$ cat config.mk
export PLATFORM = sky130hd
export DESIGN_NAME = joystick_tracker_drive_controller_top
export DESIGN_NICKNAME = d
export VERILOG_FILES = /design/src/dctl_pkg.sv /design/src/dctl_ctrl.sv /design/src/dctl_datapath.sv /design/src/joystick_tracker_drive_controller_top.sv
export SDC_FILE = /design/constraint.sdc
export NUM_CORES = 2
export LEC_CHECK = 0
export BUFFER_PORTS_ARGS = -buffer_cell sky130_fd_sc_hd__buf_4
export CORE_ASPECT_RATIO = 2
export CORE_UTILIZATION = 28
export DETAILED_ROUTE_END_ITERATION = 10
export PLACE_DENSITY = 0.54
export SYNTH_ARGS = -nofsm -noshare
export SYNTH_HDL_FRONTEND = slang
export SYNTH_SLANG_ARGS = --single-unit
$ cat constraint.sdc
create_clock -name clock -period 7 [get_ports clock]
set_input_delay 1.4 -clock clock [delete_from_list [all_inputs] [get_ports clock]]
set_output_delay 1.4 -clock clock [all_outputs]
set_load 0.1 [all_outputs]
$ cat src/dctl_pkg.sv
// ----------------------------------------------------------------------------
// dctl_pkg
// Shared types and constants for the joystick / tracker drive controller.
// ----------------------------------------------------------------------------
package dctl_pkg;

   localparam int POS_FRAC_BITS = 4;
   localparam int PULSE_W       = 12;
   localparam int FW_W          = 12;
   localparam int DEN_W         = FW_W + POS_FRAC_BITS;   // frame width in 1/2^F px
   localparam int MUL_A_W       = 18;                      // 2*x - den, signed
   localparam int PROD_W        = MUL_A_W + 11;            // times span (10 b unsigned)
   localparam int NUM_W         = 28;                      // divider numerator magnitude
   localparam int DIV_STEPS     = NUM_W / 2;               // two quotient bits per step
   localparam int CNT_W         = $clog2(DIV_STEPS);
   localparam int CSR_AW        = 3;
   localparam int CSR_DW        = 15;

   localparam logic [15:0] AXIS_FULL_SCALE = 16'd32767;
   localparam logic [7:0]  DUTY_MAX        = 8'd255;
   localparam logic [13:0] MIN_RADIUS      = 14'(5 << POS_FRAC_BITS);
   localparam logic [11:0] PULSE_MAX       = 12'd4095;

   typedef enum logic [CSR_AW-1:0] {
      CSR_SERVO_CENTER,
      CSR_SERVO_SPAN,
      CSR_AUTO_DUTY,
      CSR_STOP_RADIUS,
      CSR_DEAD_ZONE,
      CSR_FRAME_WIDTH,
      CSR_THROTTLE_AXIS,
      CSR_STEER_AXIS
   } csr_index_type;

   typedef enum logic [2:0] {
      ST_IDLE,
      ST_PREP,
      ST_MUL,
      ST_SETUP,
      ST_DIV,
      ST_FIN
   } state_type;

   typedef enum logic [1:0] {
      KIND_NONE,
      KIND_THR,
      KIND_STEER,
      KIND_AUTO
   } kind_type;

   typedef struct packed {
      logic load;
      logic prep;
      logic mul;
      logic setup;
      logic step;
      logic commit;
   } cmd_type;

   typedef struct packed {
      logic div_done;
   } status_type;

endpackage

$ cat src/dctl_ctrl.sv
// ----------------------------------------------------------------------------
// dctl_ctrl
// Sequencer: walks one beat through decode, multiply, divide and commit,
// and owns the result valid flag.
// ----------------------------------------------------------------------------
module dctl_ctrl
   import dctl_pkg::*;
(
   input  logic       clock,
   input  logic       reset,
   input  logic       req_valid,
   output logic       req_stall,
   output logic       rsp_valid,
   input  logic       rsp_stall,
   output cmd_type    cmd,
   input  status_type status
);

   state_type state_ff, state_in;
   logic      rsp_valid_ff, rsp_valid_in;

   always_ff @(posedge clock) begin
      if (reset) begin
         state_ff     <= ST_IDLE;
         rsp_valid_ff <= 1'b0;
      end else begin
         state_ff     <= state_in;
         rsp_valid_ff <= rsp_valid_in;
      end
   end

   always_comb begin
      state_in = state_ff;
      cmd      = '0;
      case (state_ff)
         ST_IDLE: begin
            if (req_valid) begin
               cmd.load = 1'b1;
               state_in = ST_PREP;
            end
         end
         ST_PREP: begin
            cmd.prep = 1'b1;
            state_in = ST_MUL;
         end
         ST_MUL: begin
            cmd.mul  = 1'b1;
            state_in = ST_SETUP;
         end
         ST_SETUP: begin
            cmd.setup = 1'b1;
            state_in  = ST_DIV;
         end
         ST_DIV: begin
            cmd.step = 1'b1;
            if (status.div_done) state_in = ST_FIN;
         end
         ST_FIN: begin
            // hold until the previous result beat is gone
            if (!(rsp_valid_ff && rsp_stall)) begin
               cmd.commit = 1'b1;
               state_in   = ST_IDLE;
            end
         end
         default: state_in = ST_IDLE;
      endcase
   end

   assign rsp_valid_in = cmd.commit ? 1'b1 : (rsp_valid_ff && rsp_stall);
   assign rsp_valid    = rsp_valid_ff;
   assign req_stall    = (state_ff != ST_IDLE);

   a_commit_free: assert property (@(posedge clock) disable iff (reset)
      cmd.commit |-> !(rsp_valid_ff && rsp_stall))
      else $error("commit while result beat held");

   a_div_to_fin: assert property (@(posedge clock) disable iff (reset)
      (state_ff == ST_DIV && status.div_done) |=> (state_ff == ST_FIN))
      else $error("divide end not followed by commit state");

   a_valid_from_commit: assert property (@(posedge clock) disable iff (reset)
      $rose(rsp_valid_ff) |-> $past(cmd.commit))
      else $error("result valid without commit");

endmodule

$ cat src/dctl_datapath.sv
// ----------------------------------------------------------------------------
// dctl_datapath
// Config registers, drive state, one multiplier for both steer kinds and a radix-4
// restoring divider shared by throttle, manual steer and auto steer.
// ----------------------------------------------------------------------------
module dctl_datapath
   import dctl_pkg::*;
(
   input  logic                clock,
   input  logic                reset,
   input  cmd_type             cmd,
   output status_type          status,
   input  logic                csr_we,
   input  logic [CSR_AW-1:0]   csr_addr,
   input  logic [CSR_DW-1:0]   csr_wdata,
   input  logic                req_opcode,
   input  logic [7:0]          req_event_type,
   input  logic [7:0]          req_event_number,
   input  logic signed [15:0]  req_event_value,
   input  logic [13:0]         req_target_radius,
   input  logic [15:0]         req_target_x,
   output logic [PULSE_W-1:0]  rsp_servo_pulse,
   output logic [7:0]          rsp_motor_duty,
   output logic                rsp_dir_a,
   output logic                rsp_dir_b,
   output logic                rsp_auto_on,
   output logic                rsp_auto_armed
);

   // configuration
   logic [11:0] center_ff;
   logic [9:0]  span_ff;
   logic [7:0]  auto_duty_ff;
   logic [13:0] stop_radius_ff;
   logic [14:0] dead_zone_ff;
   logic [11:0] frame_width_ff;
   logic [7:0]  thr_axis_ff;
   logic [7:0]  steer_axis_ff;

   always_ff @(posedge clock) begin
      if (reset) begin
         center_ff      <= 12'd1850;
         span_ff        <= 10'd500;
         auto_duty_ff   <= 8'd240;
         stop_radius_ff <= 14'd1600;
         dead_zone_ff   <= 15'd4000;
         frame_width_ff <= 12'd320;
         thr_axis_ff    <= 8'd1;
         steer_axis_ff  <= 8'd3;
      end else if (csr_we) begin
         case (csr_index_type'(csr_addr))
            CSR_SERVO_CENTER:  center_ff      <= csr_wdata[11:0];
            CSR_SERVO_SPAN:    span_ff        <= csr_wdata[9:0];
            CSR_AUTO_DUTY:     auto_duty_ff   <= csr_wdata[7:0];
            CSR_STOP_RADIUS:   stop_radius_ff <= csr_wdata[13:0];
            CSR_DEAD_ZONE:     dead_zone_ff   <= csr_wdata[14:0];
            CSR_FRAME_WIDTH:   frame_width_ff <= csr_wdata[11:0];
            CSR_THROTTLE_AXIS: thr_axis_ff    <= csr_wdata[7:0];
            CSR_STEER_AXIS:    steer_axis_ff  <= csr_wdata[7:0];
            default: ;
         endcase
      end
   end

   // input beat
   logic               op_ff;
   logic [1:0]         type_ff;
   logic [7:0]         num_ff;
   logic signed [15:0] value_ff;
   logic [13:0]        radius_ff;
   logic [15:0]        x_ff;

   always_ff @(posedge clock) begin
      if (cmd.load) begin
         op_ff     <= req_opcode;
         type_ff   <= req_event_type[1:0];
         num_ff    <= req_event_number;
         value_ff  <= req_event_value;
         radius_ff <= req_target_radius;
         x_ff      <= req_target_x;
      end
   end

   // drive state, also the result payload
   logic               mode_ff, mode_in;
   logic               armed_ff, armed_in;
   logic               pin_a_ff, pin_a_in;
   logic               pin_b_ff, pin_b_in;
   logic [7:0]         duty_ff, duty_in;
   logic [PULSE_W-1:0] pulse_ff, pulse_in;

   // ---------------- decode ----------------
   logic                      hit;
   logic                      mode_new;
   logic                      axis_ok;
   logic signed [16:0]        value_ext;
   logic [16:0]               mag;
   logic                      in_dead;
   logic [FW_W-1:0]           w_eff;
   logic [DEN_W-1:0]          den_px;
   logic signed [MUL_A_W-1:0] diff;
   kind_type                  kind_sel;

   kind_type                  kind_ff;
   logic                      hit_ff;
   logic signed [16:0]        v_eff_ff;
   logic [16:0]               mag_eff_ff;
   logic signed [MUL_A_W-1:0] mul_a_ff;
   logic [DEN_W-1:0]          den_px_ff;

   always_comb begin
      hit       = !op_ff && type_ff[0] && (num_ff == 8'd0) && (value_ff == 16'sd1);
      mode_new  = mode_ff ^ hit;
      axis_ok   = !mode_new && type_ff[1];
      value_ext = {value_ff[15], value_ff};
      mag       = value_ext[16] ? 17'(-value_ext) : 17'(value_ext);
      in_dead   = (mag <= {2'b00, dead_zone_ff});
      w_eff     = (frame_width_ff < FW_W'(2)) ? FW_W'(2) : frame_width_ff;
      den_px    = DEN_W'(w_eff) << POS_FRAC_BITS;
      diff      = $signed({1'b0, x_ff, 1'b0}) - $signed(MUL_A_W'(den_px));
      kind_sel  = KIND_NONE;
      if (!op_ff) begin
         if (axis_ok && num_ff == thr_axis_ff)        kind_sel = KIND_THR;
         else if (axis_ok && num_ff == steer_axis_ff) kind_sel = KIND_STEER;
      end else if (mode_ff && armed_ff && radius_ff > MIN_RADIUS) begin
         kind_sel = KIND_AUTO;
      end
   end

   always_ff @(posedge clock) begin
      if (cmd.prep) begin
         kind_ff    <= kind_sel;
         hit_ff     <= hit;
         v_eff_ff   <= in_dead ? 17'sd0 : value_ext;
         mag_eff_ff <= in_dead ? 17'd0 : mag;
         mul_a_ff   <= (kind_sel == KIND_AUTO) ? diff
                                               : MUL_A_W'(in_dead ? 17'sd0 : value_ext);
         den_px_ff  <= den_px;
      end
   end

   // ---------------- multiply ----------------
   logic signed [PROD_W-1:0] prod_ff;

   always_ff @(posedge clock) begin
      if (cmd.mul) prod_ff <= PROD_W'(mul_a_ff * $signed({1'b0, span_ff}));
   end

   // ---------------- divider setup ----------------
   logic [26:0]              center_k;
   logic signed [PROD_W-1:0] steer_n;
   logic signed [PROD_W-1:0] sel_n;
   logic [24:0]              thr_n;
   logic [NUM_W-1:0]         n_mag;
   logic                     n_neg;
   logic [DEN_W-1:0]         n_den;

   always_comb begin
      center_k = (27'(center_ff) << 15) - 27'(center_ff);   // center * 32767
      steer_n  = $signed({2'b00, center_k}) - prod_ff;
      thr_n    = (25'(mag_eff_ff) << 8) - 25'(mag_eff_ff);   // |v| * 255
      sel_n    = (kind_ff == KIND_AUTO) ? prod_ff : steer_n;
      n_mag    = '0;
      n_neg    = 1'b0;
      n_den    = DEN_W'(1);
      case (kind_ff)
         KIND_THR: begin
            n_mag = NUM_W'(thr_n);
            n_den = DEN_W'(AXIS_FULL_SCALE);
         end
         KIND_STEER, KIND_AUTO: begin
            n_neg = sel_n[PROD_W-1];
            n_mag = n_neg ? NUM_W'(-sel_n) : NUM_W'(sel_n);
            n_den = (kind_ff == KIND_AUTO) ? den_px_ff : DEN_W'(AXIS_FULL_SCALE);
         end
         default: ;
      endcase
   end

   // ---------------- radix-4 restoring divide ----------------
   logic [NUM_W-1:0] numq_ff, numq_in;   // numerator bits out the top, quotient in below
   logic [DEN_W-1:0] rem_ff, rem_in;
   logic [DEN_W-1:0] dden_ff;
   logic             neg_ff;
   logic [CNT_W-1:0] cnt_ff;
   logic [DEN_W:0]   r1, r2, r1s, r2s;
   logic             ge1, ge2;

   always_comb begin
      r1      = {rem_ff, numq_ff[NUM_W-1]};
      ge1     = (r1 >= {1'b0, dden_ff});
      r1s     = ge1 ? (r1 - {1'b0, dden_ff}) : r1;
      r2      = {r1s[DEN_W-1:0], numq_ff[NUM_W-2]};
      ge2     = (r2 >= {1'b0, dden_ff});
      r2s     = ge2 ? (r2 - {1'b0, dden_ff}) : r2;
      rem_in  = r2s[DEN_W-1:0];
      numq_in = {numq_ff[NUM_W-3:0], ge1, ge2};
   end

   always_ff @(posedge clock) begin
      if (cmd.setup) begin
         numq_ff <= n_mag;
         rem_ff  <= '0;
         dden_ff <= n_den;
         neg_ff  <= n_neg;
         cnt_ff  <= '0;
      end else if (cmd.step) begin
         numq_ff <= numq_in;
         rem_ff  <= rem_in;
         cnt_ff  <= cnt_ff + CNT_W'(1);
      end
   end

   assign status.div_done = cmd.step && (cnt_ff == CNT_W'(DIV_STEPS - 1));

   // ---------------- finish: sign, clamp, state update ----------------
   logic signed [NUM_W:0]   sq;
   logic signed [NUM_W+1:0] p;
   logic signed [13:0]      lo, hi;
   logic signed [NUM_W+1:0] lo_w, hi_w;
   logic signed [NUM_W+1:0] p1;
   logic [PULSE_W-1:0]      p2;

   always_comb begin
      sq   = neg_ff ? -$signed({1'b0, numq_ff}) : $signed({1'b0, numq_ff});
      p    = (kind_ff == KIND_AUTO) ? ($signed((NUM_W+2)'(center_ff)) - (NUM_W+2)'(sq))
                                    : (NUM_W+2)'(sq);
      lo   = $signed({2'b00, center_ff}) - $signed({4'b0000, span_ff});
      hi   = $signed({2'b00, center_ff}) + $signed({4'b0000, span_ff});
      lo_w = (NUM_W+2)'(lo);
      hi_w = (NUM_W+2)'(hi);
      if (p < lo_w)      p1 = lo_w;
      else if (p > hi_w) p1 = hi_w;
      else               p1 = p;
      if (p1 < 0)                                 p2 = '0;
      else if (p1 > $signed((NUM_W+2)'(PULSE_MAX))) p2 = PULSE_MAX;
      else                                        p2 = p1[PULSE_W-1:0];
   end

   always_comb begin
      mode_in  = mode_ff;
      armed_in = armed_ff;
      pin_a_in = pin_a_ff;
      pin_b_in = pin_b_ff;
      duty_in  = duty_ff;
      pulse_in = pulse_ff;
      if (cmd.commit) begin
         // button first, then any axis action in the new mode
         if (hit_ff) begin
            mode_in  = !mode_ff;
            armed_in = !mode_ff;
            pulse_in = center_ff;
            duty_in  = '0;
         end
         case (kind_ff)
            KIND_THR: begin
               if (v_eff_ff > 0) begin
                  pin_a_in = 1'b1;
                  pin_b_in = 1'b0;
               end else if (v_eff_ff < 0) begin
                  pin_a_in = 1'b0;
                  pin_b_in = 1'b1;
               end else begin
                  pin_a_in = 1'b0;
                  pin_b_in = 1'b0;
               end
               duty_in = (numq_ff > NUM_W'(DUTY_MAX)) ? DUTY_MAX : numq_ff[7:0];
            end
            KIND_STEER: pulse_in = p2;
            KIND_AUTO: begin
               pulse_in = p2;
               if (radius_ff < stop_radius_ff) begin
                  pin_a_in = 1'b0;
                  pin_b_in = 1'b1;
                  duty_in  = auto_duty_ff;
               end else begin
                  duty_in  = '0;
                  armed_in = 1'b0;
               end
            end
            default: ;
         endcase
      end
   end

   always_ff @(posedge clock) begin
      if (reset) begin
         mode_ff  <= 1'b0;
         armed_ff <= 1'b1;
         pin_a_ff <= 1'b0;
         pin_b_ff <= 1'b0;
         duty_ff  <= '0;
         pulse_ff <= 12'd1850;
      end else begin
         mode_ff  <= mode_in;
         armed_ff <= armed_in;
         pin_a_ff <= pin_a_in;
         pin_b_ff <= pin_b_in;
         duty_ff  <= duty_in;
         pulse_ff <= pulse_in;
      end
   end

   assign rsp_servo_pulse = pulse_ff;
   assign rsp_motor_duty  = duty_ff;
   assign rsp_dir_a       = pin_a_ff;
   assign rsp_dir_b       = pin_b_ff;
   assign rsp_auto_on     = mode_ff;
   assign rsp_auto_armed  = armed_ff;

endmodule

$ cat src/joystick_tracker_drive_controller_top.sv
// ----------------------------------------------------------------------------
// joystick_tracker_drive_controller_top
// Drive controller: joystick events and tracker frames in, motor and servo
// settings out, one result beat per input beat.
//
//   channel | ports  | handshake        | content
//   --------+--------+------------------+------------------------------------
//   input   | req_*  | valid / stall    | opcode, joystick event, target
//   result  | rsp_*  | valid / stall    | servo pulse, duty, pins, mode flags
//   config  | csr_*  | write enable     | register index, write data
//
// An input beat passes through accept, decode, multiply, divider setup,
// 14 radix-4 divider steps and a commit, in that order.
// Reset is synchronous; config and drive state return to their reset values.
// A new input beat is taken while the previous result still waits; only the
// commit of the next result holds while rsp_stall keeps the old beat.
// ----------------------------------------------------------------------------
module joystick_tracker_drive_controller_top
   import dctl_pkg::*;
(
   input  logic                clock,
   input  logic                reset,
   input  logic                req_valid,
   output logic                req_stall,
   input  logic                req_opcode,
   input  logic [7:0]          req_event_type,
   input  logic [7:0]          req_event_number,
   input  logic signed [15:0]  req_event_value,
   input  logic [13:0]         req_target_radius,
   input  logic [15:0]         req_target_x,
   output logic                rsp_valid,
   input  logic                rsp_stall,
   output logic [PULSE_W-1:0]  rsp_servo_pulse,
   output logic [7:0]          rsp_motor_duty,
   output logic                rsp_dir_a,
   output logic                rsp_dir_b,
   output logic                rsp_auto_on,
   output logic                rsp_auto_armed,
   input  logic                csr_we,
   input  logic [CSR_AW-1:0]   csr_addr,
   input  logic [CSR_DW-1:0]   csr_wdata
);

   cmd_type    cmd;
   status_type status;

   dctl_ctrl u_ctrl (
      .clock     (clock),
      .reset     (reset),
      .req_valid (req_valid),
      .req_stall (req_stall),
      .rsp_valid (rsp_valid),
      .rsp_stall (rsp_stall),
      .cmd       (cmd),
      .status    (status)
   );

   dctl_datapath u_datapath (
      .clock             (clock),
      .reset             (reset),
      .cmd               (cmd),
      .status            (status),
      .csr_we            (csr_we),
      .csr_addr          (csr_addr),
      .csr_wdata         (csr_wdata),
      .req_opcode        (req_opcode),
      .req_event_type    (req_event_type),
      .req_event_number  (req_event_number),
      .req_event_value   (req_event_value),
      .req_target_radius (req_target_radius),
      .req_target_x      (req_target_x),
      .rsp_servo_pulse   (rsp_servo_pulse),
      .rsp_motor_duty    (rsp_motor_duty),
      .rsp_dir_a         (rsp_dir_a),
      .rsp_dir_b         (rsp_dir_b),
      .rsp_auto_on       (rsp_auto_on),
      .rsp_auto_armed    (rsp_auto_armed)
   );

endmodule
### Yosys cells after proc, flatten, opt, wreduce, memory -nomap -nowiden

Cells that the tools add are included.

* bits in registers: 332
* bits of input ports: 86
* output and inout port bits: 26
* word-level logic and storage cells: 173

* $add $sub $neg: 13
* multiply operators: 1
* order comparisons: 13
* equal/unequal tests: 24
* multiplexer cells: 52
* bitwise gates (word level): 1
* reductions and logical operators: 35

Operator list (number)
* 2-to-1 mux 30 bit: 3
* 2-to-1 mux 28 bit: 3
* 2-to-1 mux 12 bit: 5
* 2-to-1 mux 29 bit: 2
* case mux 28 bit (2 select lines): 1
* 2-to-1 mux 16 bit: 3
* 2-to-1 mux 18 bit: 2
* greater-or-equal comparator 17 x 16 -> 1 bit: 2
* case mux 16 bit (2 select lines): 1
* subtractor 16 bit: 2
* greater-than comparator 30 x 13 -> 1 bit (second input constant): 1
* greater-than comparator 30 x 14 -> 1 bit: 1
* less-than comparator 30 x 1 -> 1 bit (second input constant): 1
* less-than comparator 30 x 13 -> 1 bit: 1
* subtractor 13 x 29 -> 30 bit: 1
* multiplier 18 x 11 -> 29 bit: 1
* negator 28 -> 29 bit: 1
* subtractor 28 x 29 -> 29 bit: 1
* greater-than comparator 28 x 8 -> 1 bit (second input constant): 1
* negator 28 bit: 1
* subtractor 27 x 12 -> 27 bit: 1
* subtractor 25 x 17 -> 25 bit: 1
* 2-to-1 mux 8 bit: 3
* AND reduction 2 bit: 11
* 36 further kinds: 89

### Depth between registers and ports, before layout

* word-level depth: 13
* depth in mapped cells: 32
* depth with buffers taken out: 29

### By module

A second synthesis with hierarchy kept.

* cell total of the unflattened synthesis: 3361
* area total of the unflattened synthesis: 29970.0 sq um

By module, submodules not included
* dctl_datapath: instances 1, cells each 3333, area an instance 29734.8 sq um, seq. area each 8448.1 sq um
* dctl_ctrl: instances 1, cells each 28, area an instance 235.2 sq um, seq. area each 80.1 sq um

### Least setup slack after synthesis

Ideal clock, no wire load.

* path type: register to register
* from: register u_datapath.dden_ff[3]
* to: register u_datapath.rem_ff[10]
* library setup time: 0.122 ns
* data arrival time: 6.754 ns
* data required time: 6.878 ns
* setup slack: 0.124 ns
* stages on the path, launching flop included: 31
* buffers on the path: 3
* clock period less this slack: 6.876 ns
* cells stage by stage: edfxtp_1 -> inv_1 -> ha_1 -> nor2b_1 -> o21ai_0 -> a21boi_0 -> o21ai_0 -> a21boi_0 -> o21ai_0 -> a21boi_0 -> o21ai_0 -> a21oi_1 -> a211oi_1 -> clkbuf_1 -> mux2_2 -> ha_1 -> o21ai_0 -> a21boi_0 -> o21ai_0 -> a21oi_1 -> o21ai_0 -> a21boi_0 -> o21ai_0 -> a21oi_1 -> a31oi_1 -> o21a_1 -> o21ai_0 -> buf_1 -> clkbuf_1 -> nor2_1 -> a221o_1

* cells in the longest elaborated chain, start to end: 4
* elaborated cells between the ends (all ways): 6
* those cells by class: add/sub (2); order compare (2); mux (2)

Ends and longest elaborated chain
* start: declaration: RTL line dctl_datapath.sv:183 `logic [DEN_W-1:0] dden_ff;`
* start signal: assignment: RTL line dctl_datapath.sv:204 `dden_ff <= n_den;`
* subtractor 16 bit or greater-or-equal comparator 17 x 16 -> 1 bit (tied branches): RTL line dctl_datapath.sv:192, dctl_datapath.sv:191
* 2-to-1 mux 16 bit: RTL line dctl_datapath.sv:192 `r1s = ge1 ? (r1 - {1'b0, dden_ff}) : r1;`
* subtractor 16 bit or greater-or-equal comparator 17 x 16 -> 1 bit (tied branches): RTL line dctl_datapath.sv:195, dctl_datapath.sv:194
* 2-to-1 mux 16 bit (*): RTL line dctl_datapath.sv:195 `r2s = ge2 ? (r2 - {1'b0, dden_ff}) : r2;`
* end signal: assignment: RTL line dctl_datapath.sv:209 `rem_ff <= rem_in;`
* end: declaration: RTL line dctl_datapath.sv:182 `logic [DEN_W-1:0] rem_ff, rem_in;`

Mark *: on every way between the ends. The rest lies on a longest branch, timed or not.
A chain may end at the register's enable or synchronous reset.

### Worst setup path after layout

* from: register u_datapath.numq_ff[0]
* to: register u_datapath.pulse_ff[11] (netlist: u_datapath.rsp_servo_pulse[11])

* cells in the longest elaborated chain, start to end: 11
* elaborated cells between the ends (all ways): 13
* those cells by class: add/sub (2); order compare (4); mux (7)

Ends and longest elaborated chain
* start: declaration: RTL line dctl_datapath.sv:181 `logic [NUM_W-1:0] numq_ff, numq_in;`
* start signal: assignment: RTL line dctl_datapath.sv:202 `numq_ff <= n_mag;`
* start signal: assignment: RTL line dctl_datapath.sv:208 `numq_ff <= numq_in;`
* negator 28 -> 29 bit: RTL line dctl_datapath.sv:225 `sq = neg_ff ? -$signed({1'b0, numq_ff}) : $signed({1'b0, numq_ff});`
* 2-to-1 mux 29 bit (*): RTL line dctl_datapath.sv:225
* subtractor 13 x 29 -> 30 bit: RTL line dctl_datapath.sv:226 `p = (kind_ff == KIND_AUTO) ? ($signed((NUM_W+2)'(center_ff)) - (NUM_W+2)'(sq))`
* 2-to-1 mux 30 bit (*): RTL line dctl_datapath.sv:226
* greater-than comparator 30 x 14 -> 1 bit: RTL line dctl_datapath.sv:233 `else if (p > hi_w) p1 = hi_w;`
* 2-to-1 mux 30 bit: RTL line dctl_datapath.sv:233
* 2-to-1 mux 30 bit (*): RTL line dctl_datapath.sv:232 `if (p < lo_w) p1 = lo_w;`
* greater-than comparator 30 x 13 -> 1 bit: RTL line dctl_datapath.sv:236 `else if (p1 > $signed((NUM_W+2)'(PULSE_MAX))) p2 = PULSE_MAX;`
* 2-to-1 mux 12 bit: RTL line dctl_datapath.sv:236
* 2-to-1 mux 12 bit (*): RTL line dctl_datapath.sv:235 `if (p1 < 0) p2 = '0;`
* 2-to-1 mux 12 bit (*): RTL line dctl_datapath.sv:255 `case (kind_ff)`
* end signal: assignment: RTL line dctl_datapath.sv:300 `pulse_ff <= pulse_in;`
* end: declaration: RTL line dctl_datapath.sv:90 `logic [PULSE_W-1:0] pulse_ff, pulse_in;`

Marked as above.

==> flow_metrics.tcl <==
set metrics [dict create \
    crit_cells 31 \
    wl_mm 103 \
    power_density_nw_per_um2 359 \
    design_area_um2 34600 \
    die_y_um 466 \
    regToRegSetupSlack_ns 0.40 \
    cts-root-to-sink-buffers 3 \
    rows 169 \
    avgSynthCellArea_um2 8.89 \
    tightest_slew_ns 1.09 \
    ant_nets 0 \
    grtUsageTotal_pct 18.9 \
    multi_input_area_um2 19700 \
    worstSkewPairLatency_ns 0.63 \
    overflow 0 \
    layout.nets 4067 \
    ir_worst_vdd_mv 0.442 \
    dr.pass1.iters 8 \
    rr_endpoint "u_datapath.rsp_servo_pulse[11]$_SDFFE_PP0P_" \
    die_w_um 234 \
    postSynthCellCount 3384 \
    instances_no_fill 4953 \
    post-route-period-util_pct 94.3 \
    grt_pass1_wl_mm 154 \
    final_max_slew_viol_count 0 \
    criticalPathCategory "reg -> reg" \
    cp_slowest_stage_delay_ns 0.43 \
    worstSetupEndpoint "u_datapath.rsp_servo_pulse[11]$_SDFFE_PP0P_" \
    ys_ff_latch 329 \
    cts_hold_buf 0 \
    vias 25000 \
    wl_per_cell_um 20.7 \
    coreArea_um2 106000 \
    vias_per_cell 5.05 \
    status "finished, violations left" \
    synth_edf_count 194 \
    seqCellArea_um2 8530 \
    syn-num-nets 3891 \
    synth.area.top_cells "edfxtp_1, fa_1, ha_1, dfxtp_1, nand2_1" \
    dpl-instance-area_um2 33500 \
    start_util_pct 28.3 \
    layout_commonest_cell "nand2_1" \
    cp-end-kind "flip-flop" \
    grt_pass1_vias 26100 \
    clockRootBuffer "clkbuf_16" \
    grt_max_degree 82 \
    final_cell_mix "nand2_1, inv_1, buf_4" \
    max_freq_mhz 152 \
    tritoncts_num_sinks 329 \
    cts_max_level 1 \
    dpl.hpwl_mm 84.8 \
    fillers 11100 \
    critPathLaunchType "flip-flop" \
    cts_buffers 30 \
    yosys_warnings 0 \
    r2r_cells 31 \
    dieArea_um2 109000 \
    drive_above_1_share_pct 12.1 \
    required_ns 7.53 \
    syn_area_um2 30100 \
    yosysTopAreaCellShare_pct 19.4 \
    crit_path_top_delay_cell "edfxtp_1" \
    synth.largest_area_cell "edfxtp_1" \
    arrival_ns 7.13 \
    drt_iter0_markers 1188 \
    route.detailed.drc 4 \
    hp-class "reg -> reg" \
    setup_viol 0 \
    syn_to_final_growth_pct 14.9 \
    p_leak_nw 14.2 \
    antenna_found_initial 1 \
    synthFlopType "edfxtp_1" \
    seq_area_frac_synth_pct 28.3 \
    clkTransAtPathRegs_ns 0.07 \
    violations "design-rule violations" \
    path_buf_inv 3 \
    top_level_ports 112 \
    synth_cell_types 108 \
    skew_ns 0.0196 \
    r2r_start "u_datapath.numq_ff[0]$_DFFE_PP_" \
    gp_congestion 0.960 \
    rsz0062_at_grt "false" \
    hold_viol 0 \
    dp_cells 4894 \
    crit_top_cell "o21ai_0" \
    period_needed_ns 6.60 \
    cp_max_fo 6 \
    worst_slew_margin_rel_pct 27.2 \
    cts_tree "built" \
    cp_top_family "compound AO/OA/AOI/OAI gates" \
    drv_cap 0 \
    synth-async-reset-ratio_pct 0 \
    port_buffers 105 \
    crit_start "u_datapath.numq_ff[0]$_DFFE_PP_" \
]
[sequential cells by signal, summed over array words and instances (netlist names), 4 cells and up]
| register | flops |
|---|---|
| u_datapath.span_ff | 10 |
| u_datapath.numq_ff | 28 |
| u_datapath.auto_duty_ff | 8 |
| u_datapath.prod_ff | 29 |
| u_datapath.thr_axis_ff | 8 |
| u_datapath.value_ff | 16 |
| u_datapath.mag_eff_ff | 17 |
| u_datapath.steer_axis_ff | 8 |
| u_datapath.rsp_servo_pulse | 12 |
| u_datapath.dden_ff | 14 |
| u_datapath.mul_a_ff | 18 |
| u_datapath.rem_ff | 16 |
| u_datapath.cnt_ff | 4 |
| u_datapath.radius_ff | 14 |
| u_datapath.x_ff | 16 |
| u_datapath.rsp_motor_duty | 8 |
| u_datapath.den_px_ff | 12 |
| u_datapath.dead_zone_ff | 15 |
| u_datapath.num_ff | 8 |
| u_datapath.stop_radius_ff | 14 |
| u_datapath.center_ff | 12 |
| u_datapath.v_eff_ff | 15 |
| u_datapath.frame_width_ff | 12 |
[metal layers]
metal / wire [µm] / GRT usage, % / up-vias
met2: 54800 / 36.0 / 530
met3: 3370 / 2.19 / 280
met1: 34600 / 17.7 / 12200
met5: 0 / 0 / -
met4: 9890 / 15.8 / 0
li1: - / - / 12100
[Yosys cell counts (15+ instances only)]
cell type	n
clkbuf_1	127
a311oi_1	15
a22oi_1	23
nand2b_1	38
nor3_1	61
mux2_2	16
a21o_1	50
nor2b_1	38
a31oi_1	18
inv_1	357
a21oi_1	171
o21a_1	46
o31ai_1	34
or2_2	17
mux2i_1	21
nand3b_1	17
a211o_1	28
o21bai_1	17
and3_1	19
dfxtp_1	135
nand3_1	43
o21ai_0	166
ha_1	253
edfxtp_1	194
or3_1	29
fa_1	168
nor4_1	25
xnor2_1	159
nand2_1	383
xor2_1	64
a211oi_1	32
and2_1	155
nor2_1	193
nand4_1	34
[per-stage QoR]
stage	power (W)	worst slack (ns)	TNS (ns)	hold WS, ns	utilization (%)
2_1_floorplan	0.00776	0.124	0	0.418	-
6_report	0.0124	0.402	0	0.457	32.5
3_5_place_dp	0.0106	-0.0380	-0.0603	0.448	31.5
3_3_place_gp	0.0105	0.0713	0	0.437	31.5
5_1_grt	0.0133	0.00158	0	0.476	32.5
4_1_cts	0.0124	0.198	0	0.457	32.5
[where the power goes]
| group | internal (W) | switching (W) |
|---|---|---|
| Sequential | 0.00249 | 0.000181 |
| Clock | 0.000989 | 0.000796 |
| Combinational | 0.00329 | 0.00466 |
[cell families (layout without fill, tap and decap cells)]
| logic type | after synthesis | count (layout) | share of synthesized area, % |
|---|---|---|---|
| DFF | 329 | 329 | 28.3 |
| adders and majority gates | 423 | 423 | 21.8 |
| AOI/OAI and AO/OA | 756 | 756 | 17.2 |
| xor gates and xnor gates | 224 | 224 | 6.54 |
| and+or+nand+nor | 1095 | 1095 | 18.1 |
| other | 1 | 2 | 0.0125 |
| buffers and inverters | 513 | 713 | 6.53 |
| muxes | 43 | 43 | 1.53 |
[worst min-delay path by stage]
stage                                                     from  slack (ns)                                         end  cells after the start
finish              u_datapath.stop_radius_ff[11]$_SDFFE_PP0P_        0.46  u_datapath.stop_radius_ff[11]$_SDFFE_PP0P_                      2
global route           u_datapath.auto_duty_ff[1]$_SDFFE_PP0P_        0.48     u_datapath.auto_duty_ff[1]$_SDFFE_PP0P_                      2
CTS                   u_datapath.dead_zone_ff[13]$_SDFFE_PP0P_        0.46    u_datapath.dead_zone_ff[13]$_SDFFE_PP0P_                      2
detailed placement  u_datapath.stop_radius_ff[11]$_SDFFE_PP0P_        0.45  u_datapath.stop_radius_ff[11]$_SDFFE_PP0P_                      2
global placement     u_datapath.frame_width_ff[0]$_SDFFE_PP0P_        0.44   u_datapath.frame_width_ff[0]$_SDFFE_PP0P_                      2
floorplan                   u_datapath.rem_ff[15]$_SDFFE_PP0P_        0.42          u_datapath.rem_ff[15]$_SDFFE_PP0P_                      2
[timing repair]
item	in CTS	in global routing
pin swaps	0	3
endpoints found under the setup margin	5	26
setup buffers	0	2
resized for setup	1	13
[layout make-up]
type | instances | share of cell area, %
tap | 1368 | 4.95
sequential | 329 | 24.7
clock inverter | 15 | 0.604
multi-input combinational | 2542 | 56.9
antenna | 1 | 0.00724
clock buffer | 41 | 2.41
inverter | 361 | 3.92
timing repair buffer | 296 | 6.54
[tightest hold or removal path: stages (launching register included)]
cell     delay (ns)
dfxtp_1        0.31
nand2_1        0.05
a21oi_1        0.05
No activity file was read; power rests on OpenSTA's default activity.
